$ cat src/rtl/mrf_pkg.sv
package mrf_pkg;

  // Configuration register indexes
  localparam int CFG_INDEX_W = 1;
  localparam logic [CFG_INDEX_W-1:0] CFG_NODE_ADDRESS = 1'd0;
  localparam logic [CFG_INDEX_W-1:0] CFG_FRAME_LIMIT  = 1'd1;

  localparam logic [7:0] NODE_ADDRESS_RST = 8'd1;
  localparam logic [7:0] FRAME_LIMIT_RST  = 8'd255;

  // Result status codes
  localparam logic [2:0] ST_PENDING  = 3'd0;
  localparam logic [2:0] ST_OVERFLOW = 3'd1;
  localparam logic [2:0] ST_GOOD     = 3'd2;
  localparam logic [2:0] ST_OTHER    = 3'd3;
  localparam logic [2:0] ST_CRC_ERR  = 3'd4;
  localparam logic [2:0] ST_RESTART  = 3'd5;

  // Exception codes
  localparam logic [1:0] EXC_NONE      = 2'd0;
  localparam logic [1:0] EXC_BAD_FUNC  = 2'd1;
  localparam logic [1:0] EXC_BAD_ADDR  = 2'd2;
  localparam logic [1:0] EXC_BAD_COUNT = 2'd3;

  // Function codes
  localparam logic [7:0] FN_READ_COILS     = 8'd1;
  localparam logic [7:0] FN_READ_DISCRETE  = 8'd2;
  localparam logic [7:0] FN_READ_HOLDING   = 8'd3;
  localparam logic [7:0] FN_READ_INPUT     = 8'd4;
  localparam logic [7:0] FN_WRITE_COILS    = 8'd15;
  localparam logic [7:0] FN_WRITE_REGS     = 8'd16;

  // Count limits
  localparam logic [15:0] MAX_COILS = 16'd2000;
  localparam logic [15:0] MAX_REGS  = 16'd125;

  // Frame geometry
  localparam logic [7:0] HDR_BYTES = 8'd7;

  localparam int QUEUE_DEPTH_DEF = 2;

  typedef struct packed {
    logic       action;
    logic [7:0] rx_byte;
  } in_item_t;

  typedef struct packed {
    logic [2:0]  status;
    logic        payload_valid;
    logic [7:0]  payload_index;
    logic [7:0]  payload_byte;
    logic [7:0]  function_code;
    logic [15:0] start_address;
    logic [15:0] item_count;
    logic [1:0]  exception_code;
  } out_item_t;

  // Classified item handed from front to back
  typedef struct packed {
    logic [2:0]  status;
    logic        payload_valid;
    logic [7:0]  payload_index;
    logic [7:0]  payload_byte;
    logic [7:0]  function_code;
    logic [15:0] start_address;
    logic [15:0] item_count;
    logic [7:0]  byte_count;
  } job_t;

endpackage

$ cat src/rtl/mrf_front.sv
module mrf_front
  import mrf_pkg::*;
(
  input  logic                   clk,
  input  logic                   rst_n,
  input  logic                   cfg_we,
  input  logic [CFG_INDEX_W-1:0] cfg_index,
  input  logic [7:0]             cfg_wdata,
  input  logic                   in_valid,
  output logic                   in_ready,
  input  in_item_t               in_item,
  output logic                   job_valid,
  input  logic                   job_ready,
  output job_t                   job
);

  logic [7:0]  node_r, node_nxt;
  logic [7:0]  limit_r, limit_nxt;
  logic [7:0]  pos_r, pos_nxt;
  logic [7:0]  hdr_r [7];
  logic [7:0]  hdr_nxt [7];
  logic [15:0] crc_r, crc_nxt;
  logic [15:0] lag_r, lag_nxt;
  logic [7:0]  recent_r, recent_nxt;

  logic        acc;
  logic        is_write;
  logic [8:0]  pos9;
  logic [8:0]  bytes9;
  logic [8:0]  len9;

  // Bitwise Modbus CRC-16 byte step, reflected poly A001
  function automatic logic [15:0] crc_byte(input logic [15:0] c, input logic [7:0] b);
    logic [15:0] x;
    x = c ^ {8'h00, b};
    for (int k = 0; k < 8; k++) begin
      if (x[0]) x = (x >> 1) ^ 16'hA001;
      else      x = x >> 1;
    end
    return x;
  endfunction

  assign in_ready  = job_ready;
  assign acc       = in_valid && in_ready;
  assign job_valid = in_valid;

  assign is_write = (hdr_r[1] == FN_WRITE_COILS) || (hdr_r[1] == FN_WRITE_REGS);
  assign pos9     = {1'b0, pos_r};
  assign bytes9   = {1'b0, hdr_r[6]};
  assign len9     = is_write ? (9'd9 + bytes9) : 9'd8;

  // Config writes
  always_comb begin
    node_nxt  = node_r;
    limit_nxt = limit_r;
    if (cfg_we) begin
      unique case (cfg_index)
        CFG_NODE_ADDRESS: node_nxt  = cfg_wdata;
        CFG_FRAME_LIMIT:  limit_nxt = cfg_wdata;
        default: ;
      endcase
    end
  end

  // Frame tracking and classification
  always_comb begin
    pos_nxt    = pos_r;
    crc_nxt    = crc_r;
    lag_nxt    = lag_r;
    recent_nxt = recent_r;
    for (int i = 0; i < 7; i++) hdr_nxt[i] = hdr_r[i];
    job        = '0;
    job.status = ST_PENDING;

    if (in_item.action) begin
      job.status = ST_RESTART;
    end else if (pos_r >= limit_r) begin
      job.status = ST_OVERFLOW;
    end else begin
      for (int i = 0; i < 7; i++) begin
        if (pos_r == 8'(i)) hdr_nxt[i] = in_item.rx_byte;
      end
      lag_nxt    = crc_r;
      crc_nxt    = crc_byte(crc_r, in_item.rx_byte);
      recent_nxt = in_item.rx_byte;
      pos_nxt    = pos_r + 8'd1;

      // header is complete from position 7 on
      if (pos_r >= HDR_BYTES) begin
        if (is_write && (pos9 < (9'd7 + bytes9))) begin
          job.payload_valid = 1'b1;
          job.payload_index = pos_r - HDR_BYTES;
          job.payload_byte  = in_item.rx_byte;
        end
        if ((pos9 + 9'd1) == len9) begin
          job.function_code = hdr_r[1];
          job.start_address = {hdr_r[2], hdr_r[3]};
          job.item_count    = {hdr_r[4], hdr_r[5]};
          job.byte_count    = hdr_r[6];
          // frame CRC is low byte first; compare against CRC before those two bytes
          if ({in_item.rx_byte, recent_r} != lag_r) job.status = ST_CRC_ERR;
          else if (hdr_r[0] != node_r)              job.status = ST_OTHER;
          else                                      job.status = ST_GOOD;
        end
      end
    end

    // restart and end of frame both return to the idle frame state
    if (job.status == ST_RESTART || job.status == ST_CRC_ERR ||
        job.status == ST_OTHER || job.status == ST_GOOD) begin
      pos_nxt    = '0;
      crc_nxt    = 16'hFFFF;
      lag_nxt    = 16'hFFFF;
      recent_nxt = '0;
      for (int i = 0; i < 7; i++) hdr_nxt[i] = '0;
    end
  end

  always_ff @(posedge clk) begin
    if (!rst_n) begin
      node_r   <= NODE_ADDRESS_RST;
      limit_r  <= FRAME_LIMIT_RST;
      pos_r    <= '0;
      crc_r    <= 16'hFFFF;
      lag_r    <= 16'hFFFF;
      recent_r <= '0;
      for (int i = 0; i < 7; i++) hdr_r[i] <= '0;
    end else begin
      node_r  <= node_nxt;
      limit_r <= limit_nxt;
      if (acc) begin
        pos_r    <= pos_nxt;
        crc_r    <= crc_nxt;
        lag_r    <= lag_nxt;
        recent_r <= recent_nxt;
        for (int i = 0; i < 7; i++) hdr_r[i] <= hdr_nxt[i];
      end
    end
  end

  a_restart_clears: assert property (@(posedge clk) disable iff (!rst_n)
    acc && in_item.action |=> pos_r == 8'd0 && crc_r == 16'hFFFF)
    else $error("restart did not clear frame state");

  a_overflow_holds: assert property (@(posedge clk) disable iff (!rst_n)
    acc && !in_item.action && (pos_r >= limit_r) |=> $stable(pos_r) && $stable(crc_r))
    else $error("dropped byte changed frame state");

endmodule

$ cat src/rtl/mrf_queue.sv
module mrf_queue
  import mrf_pkg::*;
#(
  parameter int DEPTH = QUEUE_DEPTH_DEF
) (
  input  logic clk,
  input  logic rst_n,
  input  logic push_valid,
  output logic push_ready,
  input  job_t push_data,
  output logic pop_valid,
  input  logic pop_ready,
  output job_t pop_data
);

  localparam int PTR_W = (DEPTH > 1) ? $clog2(DEPTH) : 1;
  localparam int CNT_W = $clog2(DEPTH + 1);
  localparam logic [PTR_W-1:0] LAST = PTR_W'(DEPTH - 1);
  localparam logic [CNT_W-1:0] FULL = CNT_W'(DEPTH);

  job_t             slot_r [DEPTH];
  logic [PTR_W-1:0] wr_r, wr_nxt;
  logic [PTR_W-1:0] rd_r, rd_nxt;
  logic [CNT_W-1:0] cnt_r, cnt_nxt;
  logic             push, pop;

  assign push_ready = (cnt_r != FULL);
  assign pop_valid  = (cnt_r != '0);
  assign pop_data   = slot_r[rd_r];
  assign push       = push_valid && push_ready;
  assign pop        = pop_valid && pop_ready;

  // Pointer and fill count update
  always_comb begin
    wr_nxt  = wr_r;
    rd_nxt  = rd_r;
    cnt_nxt = cnt_r;
    if (push) wr_nxt = (wr_r == LAST) ? '0 : wr_r + PTR_W'(1);
    if (pop)  rd_nxt = (rd_r == LAST) ? '0 : rd_r + PTR_W'(1);
    if (push && !pop)      cnt_nxt = cnt_r + CNT_W'(1);
    else if (pop && !push) cnt_nxt = cnt_r - CNT_W'(1);
  end

  always_ff @(posedge clk) begin
    if (!rst_n) begin
      wr_r  <= '0;
      rd_r  <= '0;
      cnt_r <= '0;
    end else begin
      wr_r  <= wr_nxt;
      rd_r  <= rd_nxt;
      cnt_r <= cnt_nxt;
    end
  end

  always_ff @(posedge clk) begin
    if (push) slot_r[wr_r] <= push_data;
  end

  a_count_bound: assert property (@(posedge clk) disable iff (!rst_n)
    cnt_r <= FULL)
    else $error("queue count above depth");

  a_push_only_grows: assert property (@(posedge clk) disable iff (!rst_n)
    push && !pop |=> cnt_r == $past(cnt_r) + CNT_W'(1))
    else $error("queue count did not grow on push");

endmodule

$ cat src/rtl/mrf_back.sv
module mrf_back
  import mrf_pkg::*;
(
  input  logic      clk,
  input  logic      rst_n,
  input  logic      job_valid,
  output logic      job_ready,
  input  job_t      job,
  output logic      out_valid,
  input  logic      out_ready,
  output out_item_t out_item
);

  logic        out_valid_r, out_valid_nxt;
  out_item_t   out_item_r, out_item_nxt;
  logic [1:0]  exc;
  logic [15:0] maxc;
  logic        range_bad;
  logic        addr_bad;
  logic [16:0] coil_bytes;
  logic [16:0] reg_bytes;

  assign job_ready = !out_valid_r || out_ready;
  assign out_valid = out_valid_r;
  assign out_item  = out_item_r;

  // Request checks for a good frame
  always_comb begin
    maxc = ((job.function_code == FN_READ_COILS) || (job.function_code == FN_READ_DISCRETE) ||
            (job.function_code == FN_WRITE_COILS)) ? MAX_COILS : MAX_REGS;
    range_bad  = (job.item_count == 16'd0) || (job.item_count > maxc);
    addr_bad   = ({1'b0, job.start_address} + {1'b0, job.item_count}) > 17'h0FFFF;
    coil_bytes = ({1'b0, job.item_count} + 17'd7) >> 3;
    reg_bytes  = {job.item_count, 1'b0};

    unique case (job.function_code) inside
      FN_READ_COILS, FN_READ_DISCRETE, FN_READ_HOLDING, FN_READ_INPUT: begin
        exc = range_bad ? EXC_BAD_COUNT : (addr_bad ? EXC_BAD_ADDR : EXC_NONE);
      end
      FN_WRITE_COILS: begin
        exc = range_bad ? EXC_BAD_COUNT : (addr_bad ? EXC_BAD_ADDR :
              ((17'(job.byte_count) != coil_bytes) ? EXC_BAD_COUNT : EXC_NONE));
      end
      FN_WRITE_REGS: begin
        exc = range_bad ? EXC_BAD_COUNT : (addr_bad ? EXC_BAD_ADDR :
              ((17'(job.byte_count) != reg_bytes) ? EXC_BAD_COUNT : EXC_NONE));
      end
      default: exc = EXC_BAD_FUNC;
    endcase
    if (job.status != ST_GOOD) exc = EXC_NONE;
  end

  // Output register
  always_comb begin
    out_valid_nxt = out_valid_r;
    out_item_nxt  = out_item_r;
    if (job_ready) begin
      out_valid_nxt = job_valid;
      if (job_valid) begin
        out_item_nxt.status         = job.status;
        out_item_nxt.payload_valid  = job.payload_valid;
        out_item_nxt.payload_index  = job.payload_index;
        out_item_nxt.payload_byte   = job.payload_byte;
        out_item_nxt.function_code  = job.function_code;
        out_item_nxt.start_address  = job.start_address;
        out_item_nxt.item_count     = job.item_count;
        out_item_nxt.exception_code = exc;
      end
    end
  end

  always_ff @(posedge clk) begin
    if (!rst_n) out_valid_r <= 1'b0;
    else        out_valid_r <= out_valid_nxt;
  end

  always_ff @(posedge clk) begin
    out_item_r <= out_item_nxt;
  end

  a_exc_only_good: assert property (@(posedge clk) disable iff (!rst_n)
    out_valid_r |-> (out_item_r.exception_code == EXC_NONE) ||
                    (out_item_r.status == ST_GOOD))
    else $error("exception code on a frame not handled");

endmodule

$ cat src/rtl/modbus_rtu_request_framer_top.sv
// Channel   Ports                               Moves
// --------  ----------------------------------  -------------------------------
// input     in_valid / in_ready / in_item       one received byte or restart
// result    out_valid / out_ready / out_item    one result per input item
// config    cfg_we / cfg_index / cfg_wdata      node address, frame limit
//
// One item per cycle sustained when nothing stalls; an accepted item is written into the queue
// at the accept edge, then passes to the output register, where its result is shown.
// The byte-to-byte CRC and frame position update in the front sets the rate.
// Reset (synchronous, rst_n low) empties the queue and output and restores
// frame state and registers. A stalled output fills the queue, then in_ready drops.
module modbus_rtu_request_framer_top
  import mrf_pkg::*;
#(
  parameter int QUEUE_DEPTH = QUEUE_DEPTH_DEF
) (
  input  logic                   clk,
  input  logic                   rst_n,
  input  logic                   cfg_we,
  input  logic [CFG_INDEX_W-1:0] cfg_index,
  input  logic [7:0]             cfg_wdata,
  input  logic                   in_valid,
  output logic                   in_ready,
  input  in_item_t               in_item,
  output logic                   out_valid,
  input  logic                   out_ready,
  output out_item_t              out_item
);

  logic job_valid_f, job_ready_f;
  job_t job_f;
  logic job_valid_b, job_ready_b;
  job_t job_b;

  mrf_front u_front (
    .clk       (clk),
    .rst_n     (rst_n),
    .cfg_we    (cfg_we),
    .cfg_index (cfg_index),
    .cfg_wdata (cfg_wdata),
    .in_valid  (in_valid),
    .in_ready  (in_ready),
    .in_item   (in_item),
    .job_valid (job_valid_f),
    .job_ready (job_ready_f),
    .job       (job_f)
  );

  mrf_queue #(
    .DEPTH (QUEUE_DEPTH)
  ) u_queue (
    .clk        (clk),
    .rst_n      (rst_n),
    .push_valid (job_valid_f),
    .push_ready (job_ready_f),
    .push_data  (job_f),
    .pop_valid  (job_valid_b),
    .pop_ready  (job_ready_b),
    .pop_data   (job_b)
  );

  mrf_back u_back (
    .clk       (clk),
    .rst_n     (rst_n),
    .job_valid (job_valid_b),
    .job_ready (job_ready_b),
    .job       (job_b),
    .out_valid (out_valid),
    .out_ready (out_ready),
    .out_item  (out_item)
  );

endmodule
$ cat config.mk
export PLATFORM = sky130hd
export DESIGN_NAME = modbus_rtu_request_framer_top
export DESIGN_NICKNAME = d
export VERILOG_FILES = /design/src/rtl/mrf_pkg.sv /design/src/rtl/mrf_front.sv /design/src/rtl/mrf_queue.sv /design/src/rtl/mrf_back.sv /design/src/rtl/modbus_rtu_request_framer_top.sv
export SDC_FILE = /design/constraint.sdc
export NUM_CORES = 1
export LEC_CHECK = 0
export BUFFER_PORTS_ARGS = -buffer_cell sky130_fd_sc_hd__buf_4
export CORE_ASPECT_RATIO = 1.75
export CORE_MARGIN = 2
export CORE_UTILIZATION = 46
export DETAILED_ROUTE_END_ITERATION = 10
export HOLD_SLACK_MARGIN = 0.03
export MAX_ROUTING_LAYER = met4
export SYNTH_ARGS = -nofsm -noshare
export SYNTH_HDL_FRONTEND = slang
export SYNTH_SLANG_ARGS = --single-unit
$ cat constraint.sdc
create_clock -name clk -period 13.4 [get_ports clk]
set_input_delay 0.67 -clock clk [delete_from_list [all_inputs] [get_ports clk]]
set_output_delay 0.67 -clock clk [all_outputs]
set_load 0.02 [all_outputs]
# After elaboration in Yosys (flattened, before gate mapping)
# Memories as Yosys holds them, arrays and structs flattened. A register that Yosys moved wholly into a read port is not among the register bits.
# Cells that the tools add are included.
[word_totals] elab_cells=188 mem_bits_rw=192 input_bits=23 n_memories=2 out_inout_bits=64 regBits=131
[classes] n_lt_le_gt_ge=5 bitwise=17 add_sub_neg=11 n_eq_ne=27 n_mux=83 reduce_logical=25
[mem_list] memory="u_queue.slot_r" words=2 word_bits=68 read_ports=1 rd_ports_with_merged_regs=1 write_ports=1 line_no="mrf_queue.sv:21" rtl="job_t slot_r [DEPTH];"
[mem_list] memory="u_front.hdr_r" words=7 word_bits=8 read_ports=7 rd_ports_with_merged_regs=0 write_ports=7 line_no="mrf_front.sv:20" rtl="logic [7:0] hdr_r [7];"
[ops] cell="$mux 16" n=28
[ops] cell="$mux 56" n=3
[ops] cell="$mux 8" n=20
[ops] cell="$mux 65" n=2
[ops] cell="$mux 68" n=1
[ops] cell="$mux 48" n=1
[ops] cell="$eq 8x2->1 const B" n=4
[ops] cell="$eq 8x3->1 const B" n=4
[ops] cell="$not 2->3" n=8
[ops] cell="$mux 2" n=10
[ops] cell="$add 16x16->17" n=1
[ops] cell="$add 16x3->17 const B" n=1
[ops] cell="$gt 17x16->1 const B" n=1
[ops] cell="$mux 17" n=1
[ops] cell="$ne 8x17->1" n=1
[ops] cell="$eq 8x1->1 const B" n=2
[ops] cell="$eq 8x4->1 const B" n=2
[ops] cell="$eq 8x5->1 const B" n=2
[ops] cell="$gt 16x16->1" n=1
[ops] cell="$logic_not 16->1" n=1
[ops] cell="$ne 16x16->1" n=1
[ops] cell="$xor 16x8->16" n=1
[ops] cell="$ne 8x14->1" n=1
[ops] cell="$mux 3" n=4
[ops] cell="other kinds (32)" n=67

# Logic depth before layout (Yosys ltp)
# Gate-level depths: netlist (run 1).
[logic_depth] depth_word=34 ltp_mapped=20 depth_no_buf=14

# Modules after synthesis
# Synthesis (run 1) repeated with hierarchy kept, for this count alone.
[hier_totals] hier_cells=1055 area_unflattened_um2=14436.3
[by_module_without_submodules] mod="mrf_front" cells_per_inst=609 n_inst=1 seq_area_each_um2=2862.7 area_each_um2=6206.0
[by_module_without_submodules] mod="mrf_queue" cells_per_inst=236 n_inst=1 seq_area_each_um2=4184.0 area_each_um2=5226.3
[by_module_without_submodules] mod="mrf_back" cells_per_inst=210 n_inst=1 seq_area_each_um2=1881.8 area_each_um2=3004.1

# Worst setup path before layout (run 1)
# No wires, ideal clock.
[synth_timing] path_type="register -> register" from="register u_queue.cnt_r[0]" to="memory u_queue.slot_r[0][0] (netlist name) (enable)" stages_incl_launch_ff=5 setup_ps=503 path_buffers=1 slack_ps=8767 period_less_slack_ps=4633 arrival_time_ps=4129 required_time_ps=12897 cell_sequence="dfxtp_1 -> nand2b_1 -> and2_1 -> clkbuf_1 -> nor2b_1"
[synth_between] elab_chain_len=4
[synth_lines] item="from (decl)" line_no="mrf_queue.sv:24" rtl="logic [CNT_W-1:0] cnt_r, cnt_nxt;"
[synth_lines] item="from (signal assigned)" line_no="mrf_queue.sv:52" rtl="cnt_r <= cnt_nxt;"
[synth_lines] item="$ne 2x2->1" line_no="mrf_queue.sv:27" rtl="assign push_ready = (cnt_r != FULL);"
[synth_lines] item="named net in_ready" line_no="modbus_rtu_request_framer_top.sv:23" rtl="output logic in_ready,"
[synth_lines] item="$logic_and 1x1->1" line_no="mrf_queue.sv:30" rtl="assign push = push_valid && push_ready;"
[synth_lines] item="$mux 1" line_no="mrf_queue.sv:57" rtl="if (push) slot_r[wr_r] <= push_data;"
[synth_lines] item="$mux 1 (not written as such)" line_no="mrf_queue.sv:57"
[synth_lines] item="to (decl)" line_no="mrf_queue.sv:21"
# The timed path passes the listed nets, and every way through them passes these cells.

==> impl_metrics.csv, run 1 <==
group,metric,value,unit
worst_hold_path,timing.hold.worst.start,"cfg_wdata[0]",
final_layout,layout-area-overhead-vs-synth,13.7,%
yosys,ys_top_cells_by_count,"254 x edfxtp_1, 67 x nand2_1, 65 x dfxtp_1, 62 x xnor2_1, 51 x and2_1",
pwr,p_sw_frac,0.305,
floorplan,die_height,237,um
setup_path,length_in_cells_of_the_worst_reg_to_reg_path,13,
final_layout,post-route-cell-area,0.0163,mm2
floorplan,core.rowCount,85,
yosys,post_synth.cell_area_avg,13.3,um2
yosys,synth_top_flop_cell,"edfxtp_1",
routing,drc,0,
global_routing,grt_pass1_wl,48000,um
pwr,static-leakage-power,6.06,nW
routing,via_count,8514,
clock_network,buffers_inserted_during_post_cts_setup_optimization,0,
timing,maxClockFrequency,226,MHz
yosys,synth-seq-area-share,0.624,
final_layout,layout.nets,1221,
floorplan,dieArea,0.0326,mm2
worst_hold_path,worst_hold_path.endpoint,"u_front.node_r[0]$_SDFFE_PN1P_",
timing,slew-limit-headroom,0.329,
placement,buffer_ports.inserted,86,
worst_hold_path,whs_path_cells,3,
timing,final-setup-viol-count,0,
floorplan,fp.dieW,137,um
clock_network,cts_hold_buf,0,
setup_path,worst_r2r_endpoint,"u_back.out_item[1]$_SDFFCE_PP0P_",
pwr,internal_power,2.13,mW
routing,drt_iter0_drc,375,
placement,pre_cts_slack,8.97,ns
global_routing,grt_pass1_vias,8596,
pwr,clock_power_share,0.283,
pwr,p_sw,934,uW
clock_network,clk_root_buffer_cell,"clkbuf_16",
yosys,synth_enable_flop_cells,254,
timing,max_slew.worst_pin.slew,0.997,ns
floorplan,initial_core_util,0.466,
pwr,seq_power_share,0.458,
placement,place_hpwl,21700,um
timing,timing.final.ws_setup,8.97,ns
yosys,postSynthNetCount,1149,
flow_run,maxCapViolCount,0,
yosys,synth.cell_area,0.0143,mm2
timing,rsz0062_at_grt,"false",
global_routing,globalRouteTotalUtil,0.199,
routing,ant_nets,0,
yosys,synthDominantCellAreaShare,0.533,
timing,final_min_period_over_clock_period,0.330,
global_routing,grt_max_degree,69,
pwr,cellPowerDensity,188,mW/mm2
final_layout,diodes,0,
yosys,postSynthCellCount,1078,
routing,route.final.wire_length,30700,um
setup_path,worst_setup_path_category,"reg -> reg",
clock_network,clock_insertion_delay_worst_skew,0.57,ns
clock_network,count_of_cells_resized_by_post_cts_repair,0,
yosys,synth_most_common_cell,"edfxtp_1",
yosys,synth.ff_latch_count,319,
routing,first_pass_iters,5,
yosys,synth_largest_area_cell,"edfxtp_1",
global_routing,grt.overflow.total,0,
global_routing,initial_antenna_violation_count,0,
floorplan,design.portCount,87,
placement,gp_routability_congestion,0.894,
yosys,async_flop_share,0,
setup_path,worst-r2r-setup-slack,8.97,ns
timing,fin_tns_setup,0,ns
clock_network,ctsLongestPathBuffers,3,
timing,timing_hold_violations_final,0,
clock_network,worst_setup_hold_path_clk_slew,0.07,ns
pwr,finalPower,3.06,mW
routing,routed_via_count_divided_by_cell_count,5.44,
yosys,synth_cell_type_count,70,
clock_network,tritoncts_clock_tree,"built",
setup_path,critPathArrivalTime,4.73,ns
clock_network,clkSinkCount,319,
timing,worst_clock_skew,0.0289,ns
run_status,outcome,"complete, no violations",
worst_hold_path,hp-class,"in -> reg",
yosys,post_synth_main_area_contributors,"edfxtp_1 53%, dfxtp_1 9.1%, ha_1 4.1%, xnor2_1 3.8%, mux2_2 3.5%",
pwr,combinationalPowerShare,0.259,
timing,slew_violations,0,
setup_path,worstPathMaxFanout,42,
clock_network,cts_buffers,29,
floorplan,design.core.area,0.0307,mm2
placement,placed_area,0.0153,mm2
clock_network,htreeDepth,1,
setup_path,start_kind,"register",
pwr,irDropWorstVdd,0.115,mV
final_layout,finish.utilization,0.529,
timing,layout_min_cycle_time,4.43,ns
routing,wire_per_inst,19.6,um
setup_path,crit_path_end_kind,"register",
setup_path,cp_data_required_time,13.70,ns
yosys,yosysWarningCount,0,
final_layout,drive_gt1_frac,0.187,
## cell type report
class	count	area, um2
repair buffers	93	698
flip-flops and latches	319	8930
clock buffers	30	729
inverters	36	135
clock inverters	24	272
multi-input cells	671	5020
well taps	391	489
fillers	2613	14500
## per-layer routing
| metal | track usage | routed length [um] | vias up |
|---|---|---|---|
| met5 | - | 0 | - |
| met4 | 0.0744 | 1020 | 0 |
| met3 | 0.0237 | 1010 | 61 |
| met2 | 0.365 | 17200 | 170 |
| met1 | 0.216 | 11500 | 4156 |
| li1 | - | - | 4127 |
## cells in the final DEF, fill, tap and decap left out, types with 14 or more instances in the layout
master       n
nor3_1      26
mux2i_1     28
ha_1        47
edfxtp_1   254
and2_2      22
nand4_1     14
nor2_1      36
a21oi_1     22
dfxtp_1     64
inv_1       36
nand2_1     67
xor2_1      22
nand3_1     24
mux2_2      44
o21ai_0     18
and3_1      17
clkbuf_16   29
buf_4       93
and2_1      51
xnor2_1     62
## cells by family (layout without fill, tap and decap cells)
kind of cell / after synthesis / after routing / share of synthesized area
compound gates: 158 / 158 / 0.0829
xor+xnor: 84 / 84 / 0.0514
fa+ha+maj: 48 / 48 / 0.0425
buf+inv: 88 / 183 / 0.0270
flops: 319 / 319 / 0.624
mux: 72 / 72 / 0.0542
simple gates: 309 / 309 / 0.118
## worst max-delay path by stage
stage               slack, ns  cells past startpoint                                to
floorplan                8.77                      4    u_queue.slot_r[0][0]$_DFFE_PP_
global placement         9.05                     13  u_back.out_item[1]$_SDFFCE_PP0P_
detailed placement       8.97                     13  u_back.out_item[1]$_SDFFCE_PP0P_
CTS                      8.94                     13  u_back.out_item[1]$_SDFFCE_PP0P_
global route             8.52                     13  u_back.out_item[1]$_SDFFCE_PP0P_
finish                   8.97                     13  u_back.out_item[1]$_SDFFCE_PP0P_
## through the flow
stage               hold slack, ns  std cells
floorplan                    0.435       1078
detailed placement           0.458       1510
finish                       0.326       1564
global placement             0.446       1510
CTS                          0.306       1564
global route                 0.321       1564
## flip-flops by register name, summed over array words and instances, names as in the netlist, named ones only
| signal | flops |
|---|---|
| u_queue.wr_r | 1 |
| u_queue.rd_r | 1 |
| u_front.lag_r | 16 |
| u_front.limit_r | 8 |
| u_queue.cnt_r | 2 |
| u_front.node_r | 8 |
| u_front.pos_r | 8 |
| u_front.recent_r | 8 |
| u_front.crc_r | 11 |
| u_back.out_item | 62 |
| u_front.hdr_r | 56 |
| u_queue.slot_r | 136 |
| u_back.out_valid | 1 |
## critical path, stage by stage (launching register included)
cell and delay, ns:
dfxtp_4 0.68, buf_4 0.60, mux2i_1 0.39, nand2_1 0.11
o21ai_0 0.16, nor2b_1 0.29, inv_1 0.18, ha_1 0.32
a21oi_1 0.16, nor2b_1 0.06, a2111oi_0 0.33, o21ai_0 0.16
a211o_1 0.31, o311a_1 0.35
## power groups by stage
stage / Clock [mW] / Combinational (mW) / Sequential (mW)
2_1_floorplan: 0 / 0.420 / 1.52
6_report: 0.865 / 0.794 / 1.40
3_3_place_gp: 0 / 0.802 / 1.42
3_5_place_dp: 0 / 0.806 / 1.43
5_1_grt: 0.921 / 0.869 / 1.43
4_1_cts: 0.885 / 0.810 / 1.41
Note: power is estimated with default switching activity, not from simulation.
==> run 2: changes to the inputs <==
Clock period 13.4 ns to 4.36 ns, I/O delays scaled along.
==> run 2 against run 1 <==
  * Sequential share of layout area down 0.90 points
  * Hold slack worse by 0.27 ns
  * Routed wire length up 3.2%
  * Non-clock buffer count up 34
  * Via count up 0.97%
  * Clock-buffer cell count unchanged
  * Final area up 1.7%
  * Core utilization up 0.88 points
  * Critical path depth down 3
==> impl_metrics.csv, run 2 (synthesis gave the netlist of run 1 again) <==
group,metric,value,unit
global_routing,globalRouteTotalUtil,0.204,
clock_network,clk_root_buffer_cell,"clkbuf_16",
pwr,static-leakage-power,6.21,nW
setup_path,worstPathMaxFanout,33,
setup_path,worstPathBufferInverterCount,1,
final_layout,largest_reg_flops,136,
global_routing,grt_max_degree,69,
timing,final_min_period_over_clock_period,0.946,
final_layout,final-instance-count-excl-fill,1596,
floorplan,core.rowCount,85,
routing,first_pass_iters,4,
placement,buffer_ports.inserted,86,
setup_path,crit_path_end_kind,"register",
flow_run,maxCapViolCount,0,
timing,slew-limit-headroom,0.316,
routing,wire_per_inst,19.9,um
setup_path,cp_data_required_time,4.53,ns
worst_hold_path,hp-class,"in -> reg",
run_status,outcome,"complete, no violations",
floorplan,die_height,237,um
timing,fin_tns_setup,0,ns
timing,slew_violations,0,
placement,gp_routability_congestion,0.856,
setup_path,crit_slowest_cell,"a31oi_1",
setup_path,max_stage_delay,0.74,ns
final_layout,max_flop_register,"u_queue.slot_r",
global_routing,initial_antenna_violation_count,0,
floorplan,design.portCount,87,
clock_network,tritoncts_clock_tree,"built",
clock_network,clock_insertion_delay_worst_skew,0.55,ns
floorplan,dieArea,0.0326,mm2
global_routing,grt.overflow.total,0,
routing,routed_via_count_divided_by_cell_count,5.39,
setup_path,critPathTopFamily,"simple AND/OR/NAND/NOR gates",
clock_network,ctsLongestPathBuffers,3,
routing,drc,0,
floorplan,initial_core_util,0.466,
timing,final-setup-viol-count,0,
final_layout,layout.nets,1254,
placement,place_hpwl,22800,um
setup_path,worst-r2r-setup-slack,0.24,ns
final_layout,layout-area-overhead-vs-synth,15.6,%
setup_path,worstPathCellList,"ha_1, nand2_1, nor3_1, o211ai_1, or3_1, a211oi_4, and4_4, nor3b_4, buf_4, a31oi_1",
final_layout,commonest_non_fill_non_tap_cells_in_the_layout,"254 x edfxtp_1, 111 x buf_4, 67 x nand2_1",
setup_path,worst_setup_path_category,"reg -> reg",
clock_network,clkSinkCount,319,
floorplan,fp.dieW,137,um
global_routing,grt_pass1_vias,8652,
timing,layout_min_cycle_time,4.12,ns
final_layout,final_common_cell,"edfxtp_1",
timing,worst_clock_skew,0.0129,ns
pwr,cellPowerDensity,569,mW/mm2
floorplan,design.core.area,0.0307,mm2
clock_network,cts_buffers,28,
setup_path,start_kind,"register",
clock_network,worst_setup_hold_path_clk_slew,0.07,ns
setup_path,critPathArrivalTime,4.29,ns
final_layout,drive_gt1_frac,0.198,
timing,hold-worst-slack,0.0535,ns
final_layout,diodes,0,
clock_network,htreeDepth,1,
timing,rsz0062_at_grt,"false",
routing,via_count,8597,
routing,ant_nets,0,
pwr,finalPower,9.42,mW
timing,maxClockFrequency,243,MHz
routing,drt_iter0_drc,393,
routing,route.final.wire_length,31700,um
global_routing,grt_pass1_wl,48600,um
timing,max_slew.worst_pin.slew,1.00,ns
placement,dpl.cell_count,1528,
timing,timing_hold_violations_final,0,
pwr,irDropWorstVdd,0.382,mV
-- run 2: cell count changes in the layout (fill, tap and decap cells not counted), sizes merged --
cell	change
clkinv	+1
inv	-3
dlygate4sd3	+16
buf	+18
-- run 2: path summary, 6_finish.rpt --
path | startpoint | endpoint | cells after the start
max | u_front.pos_r[1]$_SDFFE_PN0P_ | u_front.hdr_r[2][5]$_DFFE_PP_ | 10
min | in_item[7] | u_front.recent_r[7]$_SDFFE_PN0P_ | 2
max reg2reg | u_front.pos_r[1]$_SDFFE_PN0P_ | u_front.hdr_r[2][5]$_DFFE_PP_ | 10
min reg2reg | u_front.node_r[2]$_SDFFE_PN0P_ | u_front.node_r[2]$_SDFFE_PN0P_ | 2
-- run 2: worst register-to-register path, stage by stage, from the launching register on --
cell	delay (ns)
dfxtp_1	0.49
ha_1	0.41
nand2_1	0.16
nor3_1	0.42
o211ai_1	0.14
or3_1	0.39
a211oi_4	0.37
and4_4	0.32
nor3b_4	0.05
buf_4	0.23
a31oi_1	0.75
-- run 2: power breakdown --
part           switching, mW  total, mW  internal (mW)
Clock                   1.10       2.61           1.51
Sequential             0.231       4.27           4.04
Combinational           1.52       2.54           1.01
Total                   2.85       9.42           6.56
-- run 2: layout make-up --
| cell class | count | area, um2 |
|---|---|---|
| multi-input cells | 671 | 5020 |
| inverters | 36 | 135 |
| fillers | 2637 | 14200 |
| flip-flops and latches | 319 | 8930 |
| well taps | 391 | 489 |
| clock inverters | 22 | 248 |
| repair buffers | 127 | 993 |
| clock buffers | 30 | 729 |
-- run 2: through the flow --
step | area, um2 | utilization | setup WS, ns
after floorplan | 14300 | - | 0.0437
after global placement | 15400 | 0.501 | 0.451
after detailed placement | 15400 | 0.501 | 0.322
after CTS | 16500 | 0.538 | 0.311
after global routing | 16500 | 0.538 | 0.0657
final | 16500 | 0.538 | 0.237
-- run 2: routing by layer --
metal | part of all wire | track usage | up-vias
li1 | - | - | 4193
met3 | 0.029 | 0.0213 | 65
met5 | 0 | - | -
met2 | 0.55 | 0.368 | 172
met1 | 0.38 | 0.217 | 4167
met4 | 0.049 | 0.102 | 0
-- run 2: timing repair --
item / 4_1_cts / 5_1_grt
setup buffers: 0 / 0
gates resized for setup: 0 / 0
hold buffers: 16 / 0
hold endpoints to repair: 33 / 0
==> run 3: changes to the inputs <==
Settings changed: BUFFER_PORTS_ARGS -buffer_cell sky130_fd_sc_hd__buf_4 to default, DONT_BUFFER_PORTS from default to 1, REMOVE_ABC_BUFFERS from default to 1, SYNTH_HIERARCHICAL from default to 1.
==> run 3 against run 2 <==
  * Synthesized cell count down 2.1%
  * Hold slack worse by 0.0030 ns
  * Die area up 0.86%
  * Critical path type unchanged
  * Critical endpoint is now u_front/hdr_r[0][3]$_DFFE_PP_
==> impl_metrics.csv, run 3 <==
group,metric,value,unit
floorplan,fp.dieW,138,um
timing,slew-limit-headroom,0.337,
setup_path,worstPathCellList,"or4_1, mux2_2, or4_4, xnor2_2, a2111oi_4, and2_4, nor3_2, a21oi_1",
timing,layout_min_cycle_time,3.76,ns
clock_network,ctsLongestPathBuffers,3,
routing,routed_via_count_divided_by_cell_count,5.65,
yosys,synth.cell_area,0.0144,mm2
routing,route.final.wire_length,32500,um
timing,worst_clock_skew,0.0150,ns
placement,gp_routability_congestion,0.956,
timing,timing_hold_violations_final,0,
worst_hold_path,hp-class,"in -> reg",
yosys,synthXorXnorAreaFrac,0.0482,
floorplan,dieArea,0.0329,mm2
setup_path,worstPathBufferInverterCount,0,
pwr,static-leakage-power,5.85,nW
global_routing,grt_max_degree,69,
final_layout,layout.nets,1149,
timing,hold-worst-slack,0.0505,ns
pwr,cellPowerDensity,577,mW/mm2
setup_path,cp_data_required_time,4.54,ns
yosys,synth_mux_area_frac,0.0614,
setup_path,crit_slowest_cell,"or4_1",
clock_network,worst_setup_hold_path_clk_slew,0.06,ns
yosys,synth_enable_flop_cells,254,
setup_path,max_stage_delay,0.58,ns
timing,final-setup-viol-count,0,
yosys,synth_most_common_cell,"edfxtp_1",
yosys,synth_top_flop_cell,"edfxtp_1",
timing,rsz0062_at_grt,"false",
setup_path,worstPathMaxFanout,8,
clock_network,clk_root_buffer_cell,"clkbuf_16",
clock_network,buffers_inserted_during_post_cts_setup_optimization,0,
floorplan,design.portCount,87,
global_routing,initial_antenna_violation_count,0,
routing,via_count,8430,
yosys,synth.ff_latch_count,319,
floorplan,design.core.area,0.0308,mm2
routing,drt_iter0_drc,416,
setup_path,worst_setup_path_category,"reg -> reg",
final_layout,diodes,0,
floorplan,initial_core_util,0.468,
final_layout,drive_gt1_frac,0.154,
final_layout,layout-area-overhead-vs-synth,10.4,%
pwr,irDropWorstVdd,0.364,mV
yosys,synth_cell_type_count,84,
clock_network,cts_buffers,29,
global_routing,grt.overflow.total,0,
placement,buffer_ports.inserted,0,
routing,drc,0,
final_layout,largest_reg_flops,136,
yosys,synth_top_family_by_area,"simple AND/OR/NAND/NOR gates",
timing,slew_violations,0,
routing,first_pass_iters,5,
final_layout,max_flop_register,"u_queue/slot_r",
final_layout,final_common_cell,"edfxtp_1",
yosys,post_synth_main_area_contributors,"edfxtp_1 53%, dfxtp_1 9.0%, ha_1 4.1%, mux2_2 3.9%, and2_1 2.9%",
clock_network,count_of_cells_resized_by_post_cts_repair,0,
timing,fin_tns_setup,0,ns
global_routing,grt_pass1_vias,8807,
run_status,outcome,"complete, no violations",
timing,final_min_period_over_clock_period,0.861,
yosys,synth_adder_area_share,0.0421,
yosys,yosys.area_share.simple,0.116,
yosys,synth-seq-area-share,0.618,
routing,wire_per_inst,21.8,um
yosys,yosysWarningCount,6,
yosys,ys_top_cells_by_count,"254 x edfxtp_1, 68 x and2_1, 65 x dfxtp_1, 51 x nand2_1, 50 x mux2_2",
yosys,async_flop_share,0,
setup_path,crit_path_end_kind,"register",
flow_run,maxCapViolCount,0,
setup_path,critPathTopFamily,"simple AND/OR/NAND/NOR gates",
yosys,synth_compound_area_frac,0.0857,
clock_network,clkSinkCount,319,
clock_network,cts_hold_buf,22,
setup_path,start_kind,"register",
clock_network,clock_insertion_delay_worst_skew,0.56,ns
final_layout,commonest_non_fill_non_tap_cells_in_the_layout,"254 x edfxtp_1, 67 x and2_1, 64 x dfxtp_1",
yosys,post_synth.cell_area_avg,13.7,um2
routing,ant_nets,0,
setup_path,critPathArrivalTime,3.93,ns
timing,maxClockFrequency,266,MHz
clock_network,htreeDepth,1,
yosys,synth_largest_area_cell,"edfxtp_1",
timing,max_slew.worst_pin.slew,0.994,ns
yosys,synthDominantCellAreaShare,0.528,
global_routing,globalRouteTotalUtil,0.211,
placement,place_hpwl,22100,um
global_routing,grt_pass1_wl,50500,um
floorplan,die_height,238,um
yosys,postSynthCellCount,1055,
clock_network,tritoncts_clock_tree,"built",
floorplan,core.rowCount,85,
## run 3: cell count changes in the layout (fill, tap and decap cells not counted), moves of 8 or more
cell / delta
buf_4: -84
mux2i_1: -27
a221o_1: +23
and2_2: -22
mux2_4: +20
xnor2_1: -18
and2_1: +16
nand2_1: -16
inv_1: -11
o22a_1: -11
o2bb2ai_1: -11
xor2_1: +9
nor4_1: +8
## run 3: routing by layer
metal / vias up / GRT usage / share of wire
met1: 4136 / 0.226 / 0.37
met2: 192 / 0.383 / 0.55
met5: - / - / 0
met3: 76 / 0.0259 / 0.033
met4: 0 / 0.0900 / 0.043
li1: 4026 / - / -
## run 3: path summary, 6_finish.rpt
| kind | slack (ns) | depth (start not counted) | to | startpoint |
|---|---|---|---|---|
| max | 0.60 | 8 | u_front/hdr_r[0][3]$_DFFE_PP_ | u_front/hdr_r[0][8]$_DFFE_PP_ |
| min | 0.05 | 3 | u_front/node_r[1]$_SDFFE_PN0P_ | cfg_we |
| max reg2reg | 0.60 | 8 | u_front/hdr_r[0][3]$_DFFE_PP_ | u_front/hdr_r[0][8]$_DFFE_PP_ |
| min reg2reg | 0.46 | 1 | u_front/crc_r[12]$_SDFFE_PN1P_ | u_front/crc_r[12]$_SDFFE_PN1P_ |
## run 3: cells by family (layout without fill, tap and decap cells)
logic type | Yosys count | count (layout)
XOR/XNOR | 77 | 77
multiplexers | 72 | 72
adder cells (fa/ha/maj) | 48 | 48
AO/OA/AOI/OAI | 156 | 156
buffers and inverters | 84 | 129
AND/OR/NAND/NOR | 299 | 299
flip-flops | 319 | 319
## run 3: layout make-up
class / count / area, um2
fill: 2653 / 14900
sequential: 319 / 8930
multi-input combinational: 652 / 5120
clock buffer: 32 / 737
tap: 391 / 489
timing repair buffer: 49 / 423
clock inverter: 21 / 135
inverter: 27 / 101
## run 3: metrics by stage
stage,util,worst slack [ns],cells,power (mW),cell area [um2]
after floorplan,-,-0.00731,998,6.23,14100
after global placement,0.481,0.648,1416,6.87,14800
after detailed placement,0.481,0.629,1416,6.91,14800
after CTS,0.517,0.598,1491,9.33,15900
after global routing,0.517,0.392,1491,9.68,15900
final,0.517,0.604,1491,9.20,15900
## run 3: tightest hold or removal path: cells and delay by family
family	cells	cell delay, ns
AO/OA/AOI/OAI	1	0.06
AND/OR/NAND/NOR	2	0.26
## run 3: where the power goes
| part | switching [mW] | leakage, nW | internal [mW] |
|---|---|---|---|
| Combinational | 1.29 | 2.38 | 0.904 |
| Sequential | 0.581 | 3.05 | 4.06 |
| Clock | 1.09 | 0.416 | 1.28 |
| Total | 2.97 | 5.85 | 6.23 |
